--- src/hw/rtl/mcfp_pkg.sv ---
// ----------------------------------------------------------------------------
// MQTT CONNECT field parser package
// Shared types, field codes and helper functions for the CONNECT byte tagger.
// ----------------------------------------------------------------------------
package mcfp_pkg;

  // Field codes, also used as the parser phase.
  typedef enum logic [4:0] {
    FC_TYPE      = 5'd0,
    FC_REMLEN    = 5'd1,
    FC_NAME_LEN  = 5'd2,
    FC_NAME_CHR  = 5'd3,
    FC_LEVEL     = 5'd4,
    FC_FLAGS     = 5'd5,
    FC_KEEPALIVE = 5'd6,
    FC_CID_LEN   = 5'd7,
    FC_CID_CHR   = 5'd8,
    FC_WTOP_LEN  = 5'd9,
    FC_WTOP_CHR  = 5'd10,
    FC_WMSG_LEN  = 5'd11,
    FC_WMSG_CHR  = 5'd12,
    FC_USER_LEN  = 5'd13,
    FC_USER_CHR  = 5'd14,
    FC_PASS_LEN  = 5'd15,
    FC_PASS_CHR  = 5'd16,
    FC_EXTRA     = 5'd17
  } field_code_t;

  // Bit positions inside the connect flags byte.
  localparam int FLAG_WILL_BIT = 2;
  localparam int FLAG_PASS_BIT = 6;
  localparam int FLAG_USER_BIT = 7;

  // Packets that end before this many bytes are flagged as short.
  localparam logic [8:0]  MIN_PACKET   = 9'd3;
  localparam logic [8:0]  CONSUMED_MAX = 9'd511;
  localparam logic [15:0] POSITION_MAX = 16'hffff;

  typedef struct packed {
    logic [7:0] data_byte;
    logic       start_of_packet;
    logic       end_of_input;
  } in_item_t;

  typedef struct packed {
    logic [4:0]  field_code;
    logic [7:0]  byte_value;
    logic [15:0] byte_index;
    logic [3:0]  packet_type;
    logic [7:0]  connect_flags;
    logic [15:0] keep_alive;
    logic        packet_done;
    logic        status;
  } out_item_t;

  // Character field that follows a length field.
  function automatic field_code_t chr_of_len(field_code_t code);
    field_code_t nxt;
    nxt = FC_EXTRA;
    case (code)
      FC_NAME_LEN: nxt = FC_NAME_CHR;
      FC_CID_LEN:  nxt = FC_CID_CHR;
      FC_WTOP_LEN: nxt = FC_WTOP_CHR;
      FC_WMSG_LEN: nxt = FC_WMSG_CHR;
      FC_USER_LEN: nxt = FC_USER_CHR;
      FC_PASS_LEN: nxt = FC_PASS_CHR;
      default:     nxt = FC_EXTRA;
    endcase
    return nxt;
  endfunction

  // Field that follows a finished character field, given the connect flags.
  function automatic field_code_t after_field(field_code_t code, logic [7:0] flags);
    field_code_t tail;
    field_code_t nxt;
    tail = flags[FLAG_USER_BIT] ? FC_USER_LEN :
           (flags[FLAG_PASS_BIT] ? FC_PASS_LEN : FC_EXTRA);
    nxt  = FC_EXTRA;
    case (code)
      FC_NAME_CHR: nxt = FC_LEVEL;
      FC_CID_CHR:  nxt = flags[FLAG_WILL_BIT] ? FC_WTOP_LEN : tail;
      FC_WTOP_CHR: nxt = FC_WMSG_LEN;
      FC_WMSG_CHR: nxt = tail;
      FC_USER_CHR: nxt = flags[FLAG_PASS_BIT] ? FC_PASS_LEN : FC_EXTRA;
      default:     nxt = FC_EXTRA;
    endcase
    return nxt;
  endfunction

endpackage

--- src/hw/rtl/mcfp_tagger.sv ---
// ----------------------------------------------------------------------------
// MQTT CONNECT field tagger
// Holds the parse state and tags one byte per transaction with its field.
// ----------------------------------------------------------------------------
module mcfp_tagger (
  input  logic                clk,
  input  logic                rst_n,
  input  logic                advance,
  input  mcfp_pkg::in_item_t  item,
  output mcfp_pkg::out_item_t result
);

  mcfp_pkg::field_code_t phase_r, phase_nxt;
  logic        fresh_r, fresh_nxt;
  logic [15:0] field_rem_r, field_rem_nxt;
  logic [7:0]  len_hi_r, len_hi_nxt;
  logic [7:0]  decl_len_r, decl_len_nxt;
  logic [8:0]  consumed_r, consumed_nxt;
  logic [7:0]  flags_r, flags_nxt;
  logic [15:0] keep_alive_r, keep_alive_nxt;
  logic [3:0]  type_r, type_nxt;
  logic [15:0] field_pos_r, field_pos_nxt;

  mcfp_pkg::field_code_t ph;
  mcfp_pkg::field_code_t code;
  logic        new_pkt;
  logic [15:0] rem;
  logic [15:0] rem_dec;
  logic [15:0] pos;
  logic [8:0]  cons;
  logic        done;

  always_comb begin
    new_pkt = item.start_of_packet || fresh_r;
    // A new packet starts from a cleared context.
    ph   = new_pkt ? mcfp_pkg::FC_TYPE : phase_r;
    rem  = new_pkt ? 16'd0 : field_rem_r;
    pos  = new_pkt ? 16'd0 : field_pos_r;
    cons = new_pkt ? 9'd0 : consumed_r;

    len_hi_nxt     = new_pkt ? 8'd0 : len_hi_r;
    decl_len_nxt   = new_pkt ? 8'd0 : decl_len_r;
    flags_nxt      = new_pkt ? 8'd0 : flags_r;
    keep_alive_nxt = new_pkt ? 16'd0 : keep_alive_r;
    type_nxt       = type_r;
    field_rem_nxt  = rem;
    field_pos_nxt  = pos;
    phase_nxt      = ph;
    code           = ph;
    consumed_nxt   = (cons < mcfp_pkg::CONSUMED_MAX) ? cons + 9'd1 : cons;
    rem_dec        = (rem != 16'd0) ? rem - 16'd1 : rem;

    case (ph)
      mcfp_pkg::FC_TYPE: begin
        type_nxt      = item.data_byte[7:4];
        phase_nxt     = mcfp_pkg::FC_REMLEN;
        field_pos_nxt = 16'd0;
      end
      mcfp_pkg::FC_REMLEN: begin
        decl_len_nxt  = item.data_byte;
        phase_nxt     = mcfp_pkg::FC_NAME_LEN;
        field_pos_nxt = 16'd0;
      end
      mcfp_pkg::FC_LEVEL: begin
        phase_nxt     = mcfp_pkg::FC_FLAGS;
        field_pos_nxt = 16'd0;
      end
      mcfp_pkg::FC_FLAGS: begin
        flags_nxt     = item.data_byte;
        phase_nxt     = mcfp_pkg::FC_KEEPALIVE;
        field_pos_nxt = 16'd0;
      end
      mcfp_pkg::FC_KEEPALIVE: begin
        if (pos == 16'd0) begin
          len_hi_nxt    = item.data_byte;
          field_pos_nxt = 16'd1;
        end else begin
          keep_alive_nxt = {len_hi_nxt, item.data_byte};
          phase_nxt      = mcfp_pkg::FC_CID_LEN;
          field_pos_nxt  = 16'd0;
        end
      end
      mcfp_pkg::FC_NAME_LEN, mcfp_pkg::FC_CID_LEN, mcfp_pkg::FC_WTOP_LEN,
      mcfp_pkg::FC_WMSG_LEN, mcfp_pkg::FC_USER_LEN, mcfp_pkg::FC_PASS_LEN: begin
        if (pos == 16'd0) begin
          len_hi_nxt    = item.data_byte;
          field_pos_nxt = 16'd1;
        end else begin
          field_rem_nxt = {len_hi_nxt, item.data_byte};
          field_pos_nxt = 16'd0;
          // An empty string skips its character field entirely.
          if (field_rem_nxt == 16'd0) begin
            phase_nxt = mcfp_pkg::after_field(mcfp_pkg::chr_of_len(ph), flags_nxt);
          end else begin
            phase_nxt = mcfp_pkg::chr_of_len(ph);
          end
        end
      end
      mcfp_pkg::FC_NAME_CHR, mcfp_pkg::FC_CID_CHR, mcfp_pkg::FC_WTOP_CHR,
      mcfp_pkg::FC_WMSG_CHR, mcfp_pkg::FC_USER_CHR, mcfp_pkg::FC_PASS_CHR: begin
        field_rem_nxt = rem_dec;
        if (rem_dec == 16'd0) begin
          phase_nxt     = mcfp_pkg::after_field(ph, flags_nxt);
          field_pos_nxt = 16'd0;
        end else begin
          field_pos_nxt = pos + 16'd1;
        end
      end
      default: begin
        phase_nxt     = mcfp_pkg::FC_EXTRA;
        code          = mcfp_pkg::FC_EXTRA;
        field_pos_nxt = (pos < mcfp_pkg::POSITION_MAX) ? pos + 16'd1 : pos;
      end
    endcase

    done = (consumed_nxt == ({1'b0, decl_len_nxt} + 9'd2)) && (code != mcfp_pkg::FC_TYPE);
    if (done) begin
      phase_nxt     = mcfp_pkg::FC_EXTRA;
      field_pos_nxt = 16'd0;
    end
    fresh_nxt = item.end_of_input ? 1'b1 : 1'b0;

    result.field_code    = code;
    result.byte_value    = item.data_byte;
    result.byte_index    = pos;
    result.packet_type   = type_nxt;
    result.connect_flags = flags_nxt;
    result.keep_alive    = keep_alive_nxt;
    result.packet_done   = done;
    result.status        = item.end_of_input && (consumed_nxt < mcfp_pkg::MIN_PACKET);
  end

  always_ff @(posedge clk) begin
    if (!rst_n) begin
      phase_r      <= mcfp_pkg::FC_TYPE;
      fresh_r      <= 1'b1;
      field_rem_r  <= 16'd0;
      len_hi_r     <= 8'd0;
      decl_len_r   <= 8'd0;
      consumed_r   <= 9'd0;
      flags_r      <= 8'd0;
      keep_alive_r <= 16'd0;
      type_r       <= 4'd0;
      field_pos_r  <= 16'd0;
    end else if (advance) begin
      phase_r      <= phase_nxt;
      fresh_r      <= fresh_nxt;
      field_rem_r  <= field_rem_nxt;
      len_hi_r     <= len_hi_nxt;
      decl_len_r   <= decl_len_nxt;
      consumed_r   <= consumed_nxt;
      flags_r      <= flags_nxt;
      keep_alive_r <= keep_alive_nxt;
      type_r       <= type_nxt;
      field_pos_r  <= field_pos_nxt;
    end
  end

  // Once the declared length is reached, only extra bytes follow.
  a_done_to_extra: assert property (@(posedge clk) disable iff (!rst_n)
    advance && result.packet_done |=> phase_r == mcfp_pkg::FC_EXTRA)
    else $error("packet_done did not move the parser to the extra phase");

  // A short packet always ends the buffer, so the next byte starts anew.
  a_short_then_fresh: assert property (@(posedge clk) disable iff (!rst_n)
    advance && result.status |=> fresh_r)
    else $error("short packet status without a following restart");

  // The first byte of a packet is always the type byte.
  a_sop_is_type: assert property (@(posedge clk) disable iff (!rst_n)
    advance && item.start_of_packet |-> result.field_code == mcfp_pkg::FC_TYPE)
    else $error("start of packet not tagged as type byte");

  // A character field is only entered with characters left to take.
  a_chr_has_bytes: assert property (@(posedge clk) disable iff (!rst_n)
    (phase_r == mcfp_pkg::FC_NAME_CHR || phase_r == mcfp_pkg::FC_CID_CHR ||
     phase_r == mcfp_pkg::FC_WTOP_CHR || phase_r == mcfp_pkg::FC_WMSG_CHR ||
     phase_r == mcfp_pkg::FC_USER_CHR || phase_r == mcfp_pkg::FC_PASS_CHR)
    |-> field_rem_r != 16'd0)
    else $error("character phase with no characters remaining");

endmodule

--- src/hw/rtl/mcfp_out_reg.sv ---
// ----------------------------------------------------------------------------
// MQTT CONNECT field parser output register
// Holds one tagged result until the receiver takes it.
// ----------------------------------------------------------------------------
module mcfp_out_reg (
  input  logic                clk,
  input  logic                rst_n,
  input  logic                load,
  input  mcfp_pkg::out_item_t load_data,
  output logic                space,
  output logic                out_valid,
  input  logic                out_ready,
  output mcfp_pkg::out_item_t out_data
);

  logic                valid_r;
  mcfp_pkg::out_item_t data_r;

  // The register can take a new result when empty or when it drains now.
  assign space     = !valid_r || out_ready;
  assign out_valid = valid_r;
  assign out_data  = data_r;

  always_ff @(posedge clk) begin
    if (!rst_n) begin
      valid_r <= 1'b0;
    end else if (load) begin
      valid_r <= 1'b1;
    end else if (out_ready) begin
      valid_r <= 1'b0;
    end
  end

  always_ff @(posedge clk) begin
    if (load) begin
      data_r <= load_data;
    end
  end

endmodule

--- src/hw/rtl/mqtt_connect_field_parser.sv ---
// ----------------------------------------------------------------------------
// MQTT CONNECT field parser
// Tags each byte of a CONNECT packet with the field that it belongs to.
// ----------------------------------------------------------------------------
// Usage:
// The input channel (in_valid, in_ready, in_data) carries one packet byte per
// transaction together with start-of-packet and end-of-buffer marks. For each
// input transaction the block returns exactly one result transaction on the
// output channel (out_valid, out_ready, out_data) naming the field, the byte
// position inside it, and the latched type, connect flags and keep-alive.
// A result appears on the output the cycle after its byte is accepted, at
// one byte per cycle while the receiver takes each result; the per-byte
// work is a small state update that fits between the parse state and the
// output register. When the receiver stalls, the output register holds its
// result and in_ready follows out_ready, so a new byte is taken in the same
// cycle the waiting result leaves. After reset the output is empty and the
// first byte accepted is treated as the type byte of a new packet.
// ----------------------------------------------------------------------------
module mqtt_connect_field_parser (
  input  logic                clk,
  input  logic                rst_n,
  input  logic                in_valid,
  output logic                in_ready,
  input  mcfp_pkg::in_item_t  in_data,
  output logic                out_valid,
  input  logic                out_ready,
  output mcfp_pkg::out_item_t out_data
);

  logic                accept;
  mcfp_pkg::out_item_t tag_data;

  // A transaction is taken whenever the output register has room for it.
  assign accept = in_valid && in_ready;

  // Parse state and per-byte tagging logic.
  mcfp_tagger u_tagger (
    .clk    (clk),
    .rst_n  (rst_n),
    .advance(accept),
    .item   (in_data),
    .result (tag_data)
  );

  // Result register that decouples the receiver from the parser.
  mcfp_out_reg u_out_reg (
    .clk      (clk),
    .rst_n    (rst_n),
    .load     (accept),
    .load_data(tag_data),
    .space    (in_ready),
    .out_valid(out_valid),
    .out_ready(out_ready),
    .out_data (out_data)
  );

endmodule

--- config.mk ---
export PLATFORM = sky130hd
export DESIGN_NAME = mqtt_connect_field_parser
export DESIGN_NICKNAME = d
export VERILOG_FILES = /design/src/hw/rtl/mcfp_pkg.sv /design/src/hw/rtl/mcfp_tagger.sv /design/src/hw/rtl/mcfp_out_reg.sv /design/src/hw/rtl/mqtt_connect_field_parser.sv
export SDC_FILE = /design/constraint.sdc
export NUM_CORES = 1
export LEC_CHECK = 0
export BUFFER_PORTS_ARGS = -buffer_cell sky130_fd_sc_hd__buf_4
export CAP_MARGIN = 30
export CORE_MARGIN = 2
export CORE_UTILIZATION = 45
export DETAILED_ROUTE_END_ITERATION = 8
export PLACE_DENSITY = 0.7
export SLEW_MARGIN = 20
export SYNTH_ARGS = -nofsm -noshare
export SYNTH_HDL_FRONTEND = slang
export SYNTH_SLANG_ARGS = --single-unit
--- constraint.sdc ---
create_clock -name clk -period 4.2 [get_ports clk]
set_clock_uncertainty 0.15 [all_clocks]
set_input_delay 0.21 -clock clk [delete_from_list [all_inputs] [get_ports clk]]
set_output_delay 0.21 -clock clk [all_outputs]
set_load 0.005 [all_outputs]
* Yosys cells after proc, flatten, opt, wreduce, memory -nomap -nowiden *
Index checks and enable logic that the tools add are counted.

word-level totals
  bits in registers = 151
  input bits = 14
  output and inout bits = 61
  word-level logic and storage cells = 109

cells by class
  add/subtract/negate cells = 4
  magnitude comparators = 3
  eq/ne operators = 22
  mux-type cells = 43
  reductions and logical operators = 18

operators by type and width
  cell                                                                          count
  16-bit two-way mux                                                            10
  5-bit two-way mux                                                             13
  5-bit by 4-bit == test with 1-bit output, second input constant               12
  8-bit two-way mux                                                             7
  5-bit one-hot mux with 5 select lines                                         2
  16-bit logical NOT                                                            3
  16-bit one-hot mux with 3 select lines                                        1
  5-bit one-hot mux with 7 select lines                                         1
  16-bit one-hot mux with 2 select lines                                        1
  5-bit one-hot mux with 6 select lines                                         1
  5-bit by 3-bit == test with 1-bit output, second input constant               4
  9-bit two-way mux                                                             2
  17-bit OR reduction                                                           1
  16-bit by 1-bit adder with 16-bit output, second input constant               1
  16-bit less-than comparator, second input constant                            1
  16-bit nonzero test                                                           1
  16-bit by 1-bit subtractor with 16-bit output, second input constant          1
  5-bit by 2-bit == test with 1-bit output, second input constant               3
  6-bit OR reduction                                                            2
  8-bit by 2-bit adder with 9-bit output, second input constant                 1
  9-bit by 1-bit adder with 9-bit output, second input constant                 1
  9-bit == test                                                                 1
  9-bit by 2-bit less-than comparator with 1-bit output, second input constant  1
  9-bit less-than comparator, second input constant                             1
  other kinds (12)                                                              18

* Longest topological paths before layout *
  depth in word-level cells = 13
  gate-level depth with buffers = 20
  depth with buffers taken out = 13

* Hierarchy *
A second synthesis with hierarchy kept.

second synthesis, totals
  cells, all modules = 1006
  area total of the unflattened synthesis = 8608.3 um^2

by module, submodules not included
  module                     times used  cells each  area each (um^2)  sequential area each (um^2)
  mcfp_tagger                1           942         6781.5            1821.7
  mcfp_out_reg               1           63          1820.5            1791.7
  mqtt_connect_field_parser  1           1           6.3               0.0

* Worst setup path before layout *
OpenSTA, ideal clock, no wires.

  path type = register to register
  start point = register u_tagger.fresh_r
  end point = register u_tagger.field_pos_r[11]
  library setup time = 0.117 ns
  data arrival time = 4.229 ns
  required time = 3.933 ns
  setup slack = -0.296 ns
  stages on the path, launching flop included = 19
  period minus slack after synthesis = 4.496 ns
  cells stage by stage = dfxtp_1 > clkbuf_1 > nor2_1 > clkbuf_1 > clkbuf_1 > clkbuf_1 > clkbuf_1 > nand3_1 > nand2_1 > ha_1 > xnor2_1 > or3_1 > a21oi_1 > a31oi_1 > or3_1 > or3_1 > buf_6 > a41o_1 > a22o_1

on the way
  word-level cells in the longest chain between the ends = 8
  elaborated cells between the ends (all ways) = 46

ends and longest elaborated chain
  what                                      RTL line            RTL
  start: declaration                        mcfp_tagger.sv:14   logic fresh_r, fresh_nxt;
  start signal: assignment                  mcfp_tagger.sv:147  fresh_r <= fresh_nxt;
  1-bit logical OR *                        mcfp_tagger.sv:34   new_pkt = item.start_of_packet || fresh_r;
  5-bit two-way mux                         mcfp_tagger.sv:36   ph = new_pkt ? mcfp_pkg::FC_TYPE : phase_r;
  5-bit by 1-bit == test with 1-bit output  mcfp_tagger.sv:53   case (ph)
  8-bit two-way mux *                       mcfp_tagger.sv:53
  named net u_tagger.decl_len_nxt[2]        mcfp_tagger.sv:17   logic [7:0] decl_len_r, decl_len_nxt;
  8-bit by 2-bit adder with 9-bit output *  mcfp_tagger.sv:116  done = (consumed_nxt == ({1'b0, decl_len_nxt} + 9'd2)) && (code != mcfp_pkg::FC_TYPE);
  9-bit == test *                           mcfp_tagger.sv:116
  1-bit logical AND *                       mcfp_tagger.sv:116
  16-bit two-way mux *                      mcfp_tagger.sv:117  if (done) begin
  end signal: assignment                    mcfp_tagger.sv:155  field_pos_r <= field_pos_nxt;
  end: declaration                          mcfp_tagger.sv:22   logic [15:0] field_pos_r, field_pos_nxt;

Mark *: on every way through the listed nets, which the timed path passes. The rest lies on a longest branch.
A chain may end at the register's enable or synchronous reset.

* Final worst setup path *
  start point = register u_tagger.phase_r[4]
  end point = register u_tagger.field_pos_r[7]

on the way
  word-level cells in the longest chain between the ends = 7
  elaborated cells between the ends (all ways) = 30

ends and longest elaborated chain
  what                                      RTL line            RTL
  start: declaration                        mcfp_tagger.sv:13   mcfp_pkg::field_code_t phase_r, phase_nxt;
  start signal: assignment                  mcfp_tagger.sv:135  phase_r <= mcfp_pkg::FC_TYPE;
  start signal: assignment                  mcfp_tagger.sv:146  phase_r <= phase_nxt;
  5-bit two-way mux                         mcfp_tagger.sv:36
  5-bit by 1-bit == test with 1-bit output  mcfp_tagger.sv:53
  8-bit two-way mux                         mcfp_tagger.sv:53
  named net u_tagger.decl_len_nxt[2]        mcfp_tagger.sv:17
  8-bit by 2-bit adder with 9-bit output    mcfp_tagger.sv:116
  9-bit == test                             mcfp_tagger.sv:116
  1-bit logical AND                         mcfp_tagger.sv:116
  16-bit two-way mux                        mcfp_tagger.sv:117

The timed path passes the listed nets, and every way through them passes these cells.

==> impl_metrics.py <==
metrics = {
    "drt": {
        "routed-wl-met3_mm": 1.352,
        "met2_length_mm": 11.50,
        "drcViolationCount": 0,
        "vias_per_cell": 6.032,
        "drt-met1-wl_mm": 10.51,
        "drt_pass1_iterations": 6,
        "postRouteAntennaNets": 0,
        "vias": 7818,
        "wl_per_cell_um": 18.44,
        "initialDrtViolationCount": 704,
        "highest_layer": "met4",
        "routed_wl_mm": 23.90,
    },
    "synth": {
        "synth_seq_cells": 151,
        "synth_area_leaders": "dfxtp_1, edfxtp_1, nand2_1",
        "post_synth.cell_area_avg_sq_um": 8.292,
        "syn-instance-count": 985,
        "ys_types": 75,
        "synth_top_area_cell": "dfxtp_1",
        "ys_seq_area_frac": 0.4424,
        "synth_async_sr_flop_share": 0,
        "synth_warnings": 0,
        "netlist_area_sq_um": 8168,
        "synth_top_flop_cell": "dfxtp_1",
        "synth_edf_count": 59,
        "syn-num-nets": 1004,
        "yosysTopAreaCellShare": 0.2255,
    },
    "power": {
        "power.total_mw": 3.531,
        "ir_worst_vdd_v": 0.0003246,
        "internal-power_mw": 2.524,
        "switching_power_mw": 1.007,
        "seq_power_share": 0.453,
        "switching_share": 0.2853,
        "power_frac_clock": 0.438,
        "comb_power_share": 0.109,
        "p_leak_nw": 3.575,
        "power_density_nw_per_um2": 362.5,
    },
    "critical_path": {
        "timing.critical_path.mode_cell": "or3_1",
        "crit_fanout": 4,
        "path_cells": "or3_1, or3_1, nand3_1, nand2_1, ha_1, xnor2_1, or3_1, a21oi_1, a31oi_1, or3_1, o31ai_1, and4b_1, o2bb2a_2",
        "end_kind": "flip-flop",
        "crit_family": "simple AND/OR/NAND/NOR gates",
        "slowest_delay_ns": 0.50,
        "timing.rr.end": "u_tagger.field_pos_r[7]",
        "cp_slowest_cell": "o31ai_1",
        "r2r_start": "u_tagger.phase_r[4]",
        "ff2ff_path_depth": 13,
        "crit_type": "reg2reg",
        "critPathBufInv": 0,
        "worstPathRequired_ns": 4.38,
        "arrival_ns": 4.17,
        "reg2reg_setup_slack_ns": 0.21,
        "start_kind": "flip-flop",
    },
    "floorplanning": {
        "fp.dieH_um": 138.7,
        "rows": 49,
        "io_pins": 75,
        "start_util": 0.4562,
        "die-width_um": 138.7,
        "core_area_sq_um": 17900,
        "die_area_sq_um": 19240,
    },
    "hold_path": {
        "hold_depth": 5,
        "hold_class": "in2reg",
        "hp-start": "in_data[1]",
        "hold_end": "u_tagger.field_pos_r[12]",
    },
    "clock_network": {
        "cts.path.max_buffers": 2,
        "clkSlewWorstSetupHoldPaths_ns": 0.07,
        "cts_tree": "done",
        "cts-root-buf": "clkbuf_16",
        "insertion_delay_ns": 0.44,
        "numCtsBuffers": 17,
        "htreeDepth": 4,
        "cts_sinks": 151,
    },
    "timing": {
        "fmax_ghz": 0.2506,
        "slew_viol_final": 0,
        "setup_violations": 0,
        "hold_slack_ns": 0.2036,
        "max-slew-margin-rel": 0.3809,
        "period_needed_ns": 3.990,
        "fin_crit_sh": 0.9499,
        "finalHoldViolations": 0,
        "rsz0062_at_grt": "false",
        "worstMarginPinSlew_ns": 0.9252,
    },
    "global_routing": {
        "grt_first_pass_wirelength_mm": 38.88,
        "grt_remaining_overflow": 0,
        "grt_pass1_vias": 7317,
        "grt_max_degree": 43,
        "grt.total_usage": 0.2496,
        "grt_antenna_before_repair": 0,
    },
    "placed_design": {
        "io_buffers": 74,
        "dp_hpwl_mm": 16.26,
        "place.gp.congestion": 0.9384,
    },
    "finish": {
        "syn_to_final_growth_pct": 19.29,
        "diodes": 0,
        "drive_gt1_frac": 0.1509,
        "nets": 1073,
    },
    "run_status": {
        "status": "completed",
    },
    "run": {
        "cap_violations": 0,
    },
}
-- per-stage QoR --
step / TNS, ns / setup WS (ns) / util / instance area, sq um / cells
after detailed placement: 0 / 0.2128 / 0.5027 / 8999 / 1251
after global routing: 0 / 0.05040 / 0.5442 / 9743 / 1296
final: 0 / 0.2103 / 0.5442 / 9743 / 1296
after floorplan: -0.005641 / -0.005605 / - / 8177 / 985
after global placement: 0 / 0.2726 / 0.5027 / 8999 / 1251
after CTS: 0 / 0.1981 / 0.5440 / 9738 / 1296
-- cells by family after synthesis --
kind of cell / synth area share
flip-flops: 0.4424
multiplexers: 0.01930
buffers and inverters: 0.04213
XOR/XNOR: 0.02313
AO/OA/AOI/OAI: 0.2002
adder cells (fa/ha/maj): 0.007659
AND/OR/NAND/NOR: 0.2652
-- power groups by stage --
stage	sequential, mW	combinational, mW	clock (mW)
6_report	1.60	0.385	1.55
5_1_grt	1.61	0.421	1.63
4_1_cts	1.60	0.381	1.57
3_5_place_dp	1.63	0.370	0
3_3_place_gp	1.63	0.369	0
2_1_floorplan	1.63	0.222	0
-- state kept, by name, summed over array words and instances (netlist names) --
| register | count |
|---|---|
| u_out_reg.out_data | 59 |
| u_out_reg.out_valid | 1 |
| u_tagger.consumed_r | 9 |
| u_tagger.decl_len_r | 8 |
| u_tagger.field_pos_r | 16 |
| u_tagger.field_rem_r | 16 |
| u_tagger.flags_r | 8 |
| u_tagger.fresh_r | 1 |
| u_tagger.keep_alive_r | 16 |
| u_tagger.len_hi_r | 8 |
| u_tagger.phase_r | 5 |
| u_tagger.type_r | 4 |
-- layout make-up --
cell class / instances / area (sq um)
timing repair buffer: 121 / 953.4
inverter: 14 / 55.05
sequential: 151 / 3613
clock buffer: 17 / 425.4
tap: 229 / 286.5
multi-input combinational: 749 / 4225
fill: 1696 / 8159
clock inverter: 15 / 183.9
-- layout by cell type, fill, tap and decap left out, drive strengths merged, types with 6 or more instances in the layout --
master / netlist / final
nand4: 16 / 16
nor2b: 9 / 9
a41oi: 6 / 6
mux2i: 10 / 10
xnor2: 12 / 12
buf: 12 / 108
nand2b: 12 / 12
edfxtp: 59 / 59
nor2: 99 / 99
o211ai: 6 / 6
o21ai: 55 / 55
inv: 14 / 21
a31oi: 12 / 12
and2: 19 / 19
clkinv: 0 / 8
a22oi: 23 / 23
nand2: 160 / 160
clkbuf: 59 / 17
a21oi: 83 / 83
nor4: 18 / 18
dlygate4sd3: 0 / 13
and3: 9 / 9
nor3: 31 / 31
nand3: 45 / 45
xor2: 7 / 7
and4: 6 / 6
or3: 10 / 10
dfxtp: 92 / 92
-- synthesized netlist by cell type, types with 12 or more instances --
cell,instances
inv_1,13
a21oi_1,83
edfxtp_1,59
nand3_1,45
xnor2_1,12
nor4_1,18
nand2b_1,12
nand2_1,160
dfxtp_1,92
nor2_1,99
clkbuf_1,59
a22oi_1,23
a31oi_1,12
nand4_1,16
o21ai_0,55
nor3_1,30
and2_1,18
-- tightest hold or removal path, stage by stage --
cell and delay [ns]:
buf_4 0.13, nor4bb_1 0.08, o211ai_1 0.13, or4b_2 0.14
o21ai_0 0.06
-- how the worst max path moves through the flow --
stage                        startpoint                  endpoint  cells past startpoint
floorplan              u_tagger.fresh_r  u_tagger.field_pos_r[11]                     18
global placement             in_data[1]   u_tagger.field_pos_r[2]                     14
detailed placement           in_data[1]   u_tagger.field_pos_r[2]                     14
CTS                 u_tagger.phase_r[4]   u_tagger.field_pos_r[2]                     14
global route        u_tagger.phase_r[4]   u_tagger.field_pos_r[7]                     13
finish              u_tagger.phase_r[4]   u_tagger.field_pos_r[7]                     13
-- metal layers --
metal / vias up / global-route usage
met5: - / 0
met4: 0 / 0.09463
met3: 50 / 0.03936
met2: 284 / 0.4070
met1: 3728 / 0.3370
li1: 3756 / -
-- timing repair --
item,4_1_cts,5_1_grt
setup buffers,0,0
hold buffers,13,0
setup endpoints to repair,0,1
endpoints found under the hold margin,18,0
gates resized for setup,0,1
Power figures use the tool's default switching activity.
